File: src/wsd_pkg.sv
// ----------------------------------------------------------------------------
// wsd_pkg: shared definitions for the work-stealing deque
// Widths, operation codes, result payload type and default sizes.
// ----------------------------------------------------------------------------
package wsd_pkg;

   // default ring size, must be a power of two
   localparam int unsigned CAPACITY_DEFAULT = 256;

   localparam int unsigned FUNC_W   = 2;
   localparam int unsigned HANDLE_W = 32;
   localparam int unsigned CNT_W    = 32;
   localparam int unsigned OCC_W    = 9;

   // result queue depth, power of two
   localparam int unsigned RSP_FIFO_DEPTH = 4;

   // operation codes
   localparam logic [FUNC_W-1:0] FUNC_PUSH  = 2'd0;
   localparam logic [FUNC_W-1:0] FUNC_POP   = 2'd1;
   localparam logic [FUNC_W-1:0] FUNC_STEAL = 2'd2;

   typedef struct packed {
      logic [HANDLE_W-1:0] job_out;
      logic                got_job;
      logic                refused_full;
      logic [OCC_W-1:0]    occupancy;
   } rsp_type;

endpackage

File: src/wsd_rsp_fifo.sv
// ----------------------------------------------------------------------------
// wsd_rsp_fifo: result queue
// Small queue that decouples the deque core from result back-pressure.
// ----------------------------------------------------------------------------
module wsd_rsp_fifo (
   input  logic                                          clock,
   input  logic                                          reset,
   input  logic                                          push,
   input  wsd_pkg::rsp_type                              push_data,
   input  logic                                          pop,
   output logic                                          out_valid,
   output wsd_pkg::rsp_type                              out_data,
   output logic [$clog2(wsd_pkg::RSP_FIFO_DEPTH+1)-1:0]  level
);

   localparam int unsigned DEPTH = wsd_pkg::RSP_FIFO_DEPTH;
   localparam int unsigned PTR_W = $clog2(DEPTH);
   localparam int unsigned LVL_W = $clog2(DEPTH + 1);

   wsd_pkg::rsp_type  entry_ff [DEPTH];
   logic [PTR_W-1:0]  wr_ptr_ff, wr_ptr_in;
   logic [PTR_W-1:0]  rd_ptr_ff, rd_ptr_in;
   logic [LVL_W-1:0]  level_ff, level_in;
   logic              do_pop;

   assign out_valid = (level_ff != '0);
   assign do_pop    = pop && out_valid;
   assign out_data  = entry_ff[rd_ptr_ff];
   assign level     = level_ff;

   always_comb begin
      wr_ptr_in = push   ? wr_ptr_ff + PTR_W'(1) : wr_ptr_ff;
      rd_ptr_in = do_pop ? rd_ptr_ff + PTR_W'(1) : rd_ptr_ff;
      level_in  = level_ff + LVL_W'(push) - LVL_W'(do_pop);
   end

   always_ff @(posedge clock) begin
      if (reset) begin
         wr_ptr_ff <= '0;
         rd_ptr_ff <= '0;
         level_ff  <= '0;
      end else begin
         wr_ptr_ff <= wr_ptr_in;
         rd_ptr_ff <= rd_ptr_in;
         level_ff  <= level_in;
      end
   end

   always_ff @(posedge clock) begin
      if (push) begin
         entry_ff[wr_ptr_ff] <= push_data;
      end
   end

endmodule

File: config.mk
export PLATFORM = sky130hd
export DESIGN_NAME = wsd_rsp_fifo
export DESIGN_NICKNAME = d
export VERILOG_FILES = /design/src/wsd_pkg.sv /design/src/wsd_rsp_fifo.sv
export SDC_FILE = /design/constraint.sdc
export NUM_CORES = 1
export LEC_CHECK = 0
export BUFFER_PORTS_ARGS = -buffer_cell sky130_fd_sc_hd__buf_2
export CAP_MARGIN = 15
export CORE_MARGIN = 3
export CORE_UTILIZATION = 61
export CTS_CLUSTER_SIZE = 8
export DETAILED_ROUTE_END_ITERATION = 8
export PLACE_DENSITY = 0.84
export SLEW_MARGIN = 20
export SYNTH_ARGS = -nofsm -noshare
export SYNTH_HDL_FRONTEND = slang
export SYNTH_SLANG_ARGS = --single-unit
File: constraint.sdc
create_clock -name clock -period 4 [get_ports clock]
set_input_delay 0.8 -clock clock [delete_from_list [all_inputs] [get_ports clock]]
set_output_delay 0.8 -clock clock [all_outputs]
set_load 0.005 [all_outputs]
==> results.md <==
- Port Buf Inserts: 93
- Mapped Cells: 270
- Minimum clock period: 3.068 ns
- Worst rel slew slack: 44.14%
- Largest net degree at the start of global routing: 44
- Detailed-route via count: 3,097
- Simple logic cell fraction of the synthesized area: 1.115%
- Longest Clk Path Bufs: 2
- RePlAce Congestion: 0.6635
- Antenna violations before repair: 1
- Critical Path RT: 3.20 ns
- Critical path type: reg -> out
- First-pass DRT Iterations: 6
- IO Pins: 94
- Critical path fanouts, max: 43
- Overall routed net length: 12,220 um
- Core Region: 10,510 um2
- Worst-Skew Late Latency: 0.53 ns
- HP Class: in -> reg
- Count of final hold-check violations: 0
- Final Core Density: 74.83%
- Worst EP arrival: 2.27 ns
- Synthesized cell area: 6730 um2
- #FFs+latches synth: 181
- Max VDD drop: 0.0003175 V
- Unrepaired setup endpoints after global routing: no
- Syn avg cell area: 24.93 um2
- Slew @ Worst Pin: 0.8380 ns
- Highest Clock Rate: 0.3260 GHz
- Grt ovf: 0
- Tightest hold margin: 0.4864 ns
- Yosys Warn Count: 0
- Number of max-cap violations: 0
- Worst r2r dst: entry_ff[2][9]$_DFFE_PP_
- Multi-input gate area: 1249 um2
- Num rows: 37
- WL/cell: 23.27 um
- Reg clk slew, reported paths: 0.07 ns
- Syn nets: 324
- Complex-gate fraction of the synthesized area: 0.2603%
- Vias in the first global route: 3,371
- Root Buffer: clkbuf_8
- Cts hold-fix bufs: 0
- Crit Reg-Reg Startpoint: wr_ptr_ff[0]$_SDFFE_PP0P_
- R2r setup slk: 2.00 ns
- Final Net Count: 430
- Final Max Tran Viols: 0
- Post-Synth Adder-Cell Area: 1.413%
- Leak Pwr: 2.710 nW
- Final setup vio count: 0
- Initial Util: 64.04%
- Chip height: 111.0 um
- PostCTS Resize Cnt: 0
- 1st-iter DRT viols: 246
- Setup bufs post-CTS: 0
- Layout Skew: 0.005348 ns
- Pwr/cell area: 583.3 nW/um2
- Tcrit/Tclk final: 76.69%
- CTS Sinks: 181
- Non-filler cells, final: 525
- Syn-to-layout area delta: 16.84%
- Filler cell count: 583
- Dpl cells: 493
- H-tree level count: 4
- Routed vias/inst: 5.899
- CTS tree: done
- Status: finished clean
- Setup tns final: 0 ns
- Inserted Diodes: 0
- Crit path capture: out_data[0]
- Die width: 111.0 um
- Post-Synth XOR/XNOR Area: 0.4834%
- Worst path slowest cell: dfxtp_4
- Design Power: 4.587 mW
- Global-route wire length before repair: 19,190 um
- Hpwl dp: 7162 um
- Post-route ant nets: 0
- FF-to-FF path depth: 4
- Seq. cell area: 5350 um2
- Worst Setup End Kind: primary output
- Unique cell type count in the Yosys netlist: 21
- Seq/Total Area, Yosys: 79.42%
- GRT Total Usage: 21.46%
- Main combinational cell family by area after synthesis: multiplexers
- CP max stage delay: 0.90 ns
- Post-synthesis mux area share: 15.21%
- CTS buffer count: 17
- DRC: 0
- Startpoint Class: register
- Share of cells above drive strength 1: 45.76%
- Die area: 12,330 um2
- Critical path, cell by cell: mux4_1 > buf_2
[layout by cell type, fill, tap and decap left out, drive strengths merged]
| cell type | synthesis | final |
|---|---|---|
| edfxtp | 172 | 172 |
| buf | 9 | 98 |
| mux4 | 43 | 43 |
| clkbuf | 2 | 18 |
| inv | 6 | 10 |
| dfxtp | 9 | 9 |
| ha | 6 | 6 |
| clkinv | 0 | 6 |
| nor2 | 5 | 5 |
| and2 | 4 | 4 |
| nor2b | 4 | 4 |
| mux2 | 3 | 3 |
| clkinvlp | 0 | 2 |
| bufinv | 0 | 2 |
| o31a | 1 | 1 |
| or3 | 1 | 1 |
| xnor2 | 1 | 1 |
| o311ai | 1 | 1 |
| mux2i | 1 | 1 |
| xor3 | 1 | 1 |
| fa | 1 | 1 |
[registers in the layout, summed over array words and instances, names as in the netlist, named ones only]
name       count
wr_ptr_ff      2
level          3
entry_ff     172
rd_ptr_ff      2
[cell usage after synthesis]
| cell | n | area, um2 |
|---|---|---|
| and2_1 | 4 | 25.02 |
| buf_12 | 4 | 80.08 |
| buf_2 | 4 | 20.02 |
| buf_6 | 1 | 11.26 |
| clkbuf_1 | 2 | 7.510 |
| dfxtp_1 | 9 | 180.2 |
| edfxtp_1 | 172 | 5165 |
| fa_1 | 1 | 20.02 |
| ha_1 | 6 | 75.07 |
| inv_1 | 6 | 22.52 |
| mux2_2 | 3 | 33.78 |
| mux2i_1 | 1 | 10.01 |
| mux4_1 | 3 | 78.83 |
| mux4_2 | 40 | 900.9 |
| nor2_1 | 5 | 18.77 |
| nor2b_1 | 4 | 25.02 |
| o311ai_0 | 1 | 8.760 |
| o31a_1 | 1 | 8.760 |
| or3_1 | 1 | 6.260 |
| xnor2_1 | 1 | 8.760 |
| xor3_1 | 1 | 23.77 |
[cell type report]
type	count	share of cell area, %
multi-input combinational	72	15.88
clock inverter	14	1.925
timing repair buffer	98	6.396
inverter	6	0.2864
tap	136	2.164
sequential	181	68.04
clock buffer	18	5.314
[layer usage]
layer | vias up | global-route usage (%) | part of all wire, %
met5 | - | 0 | 0.11
met4 | 2 | 8.191 | 1.7
met3 | 24 | 7.860 | 7.5
met2 | 132 | 34.99 | 52
met1 | 1592 | 26.69 | 39
li1 | 1347 | - | -
[power by group]
part           internal, mW  total [mW]  switching, mW
clock network         0.896        1.59          0.690
logic                 0.412       0.670          0.258
registers              2.19        2.33          0.139
[stage by stage]
| stage | area (um2) | worst slack (ns) |
|---|---|---|
| 2_1_floorplan | 6730 | 1.757 |
| 4_1_cts | 7864 | 0.8517 |
| 3_3_place_gp | 7295 | 1.440 |
| 6_report | 7864 | 0.9323 |
| 5_1_grt | 7864 | 0.7520 |
| 3_5_place_dp | 7295 | 1.414 |
[worst max-delay path, delay by kind of cell (launching register included)]
kind,cells,cell delay [ns]
multiplexers,1,0.67
buffers and inverters,1,0.15
flip-flops,1,0.90
[cell families after synthesis]
logic type	Yosys count
xor+xnor	2
simple gates	14
compound gates	2
fa+ha+maj	7
buf+inv	17
flops	181
mux	47
[worst min path at each step]
| stage | depth (start not counted) | endpoint | start | slack, ns |
|---|---|---|---|---|
| floorplan | 2 | wr_ptr_ff[1]$_SDFFE_PP0P_ | wr_ptr_ff[1]$_SDFFE_PP0P_ | 0.51 |
| global placement | 2 | wr_ptr_ff[1]$_SDFFE_PP0P_ | wr_ptr_ff[1]$_SDFFE_PP0P_ | 0.53 |
| detailed placement | 2 | wr_ptr_ff[0]$_SDFFE_PP0P_ | wr_ptr_ff[0]$_SDFFE_PP0P_ | 0.57 |
| CTS | 1 | entry_ff[1][30]$_DFFE_PP_ | push_data[30] | 0.46 |
| global route | 1 | entry_ff[1][21]$_DFFE_PP_ | push_data[21] | 0.46 |
| finish | 1 | entry_ff[2][10]$_DFFE_PP_ | push_data[10] | 0.49 |
No activity file was read; power rests on OpenSTA's default activity.
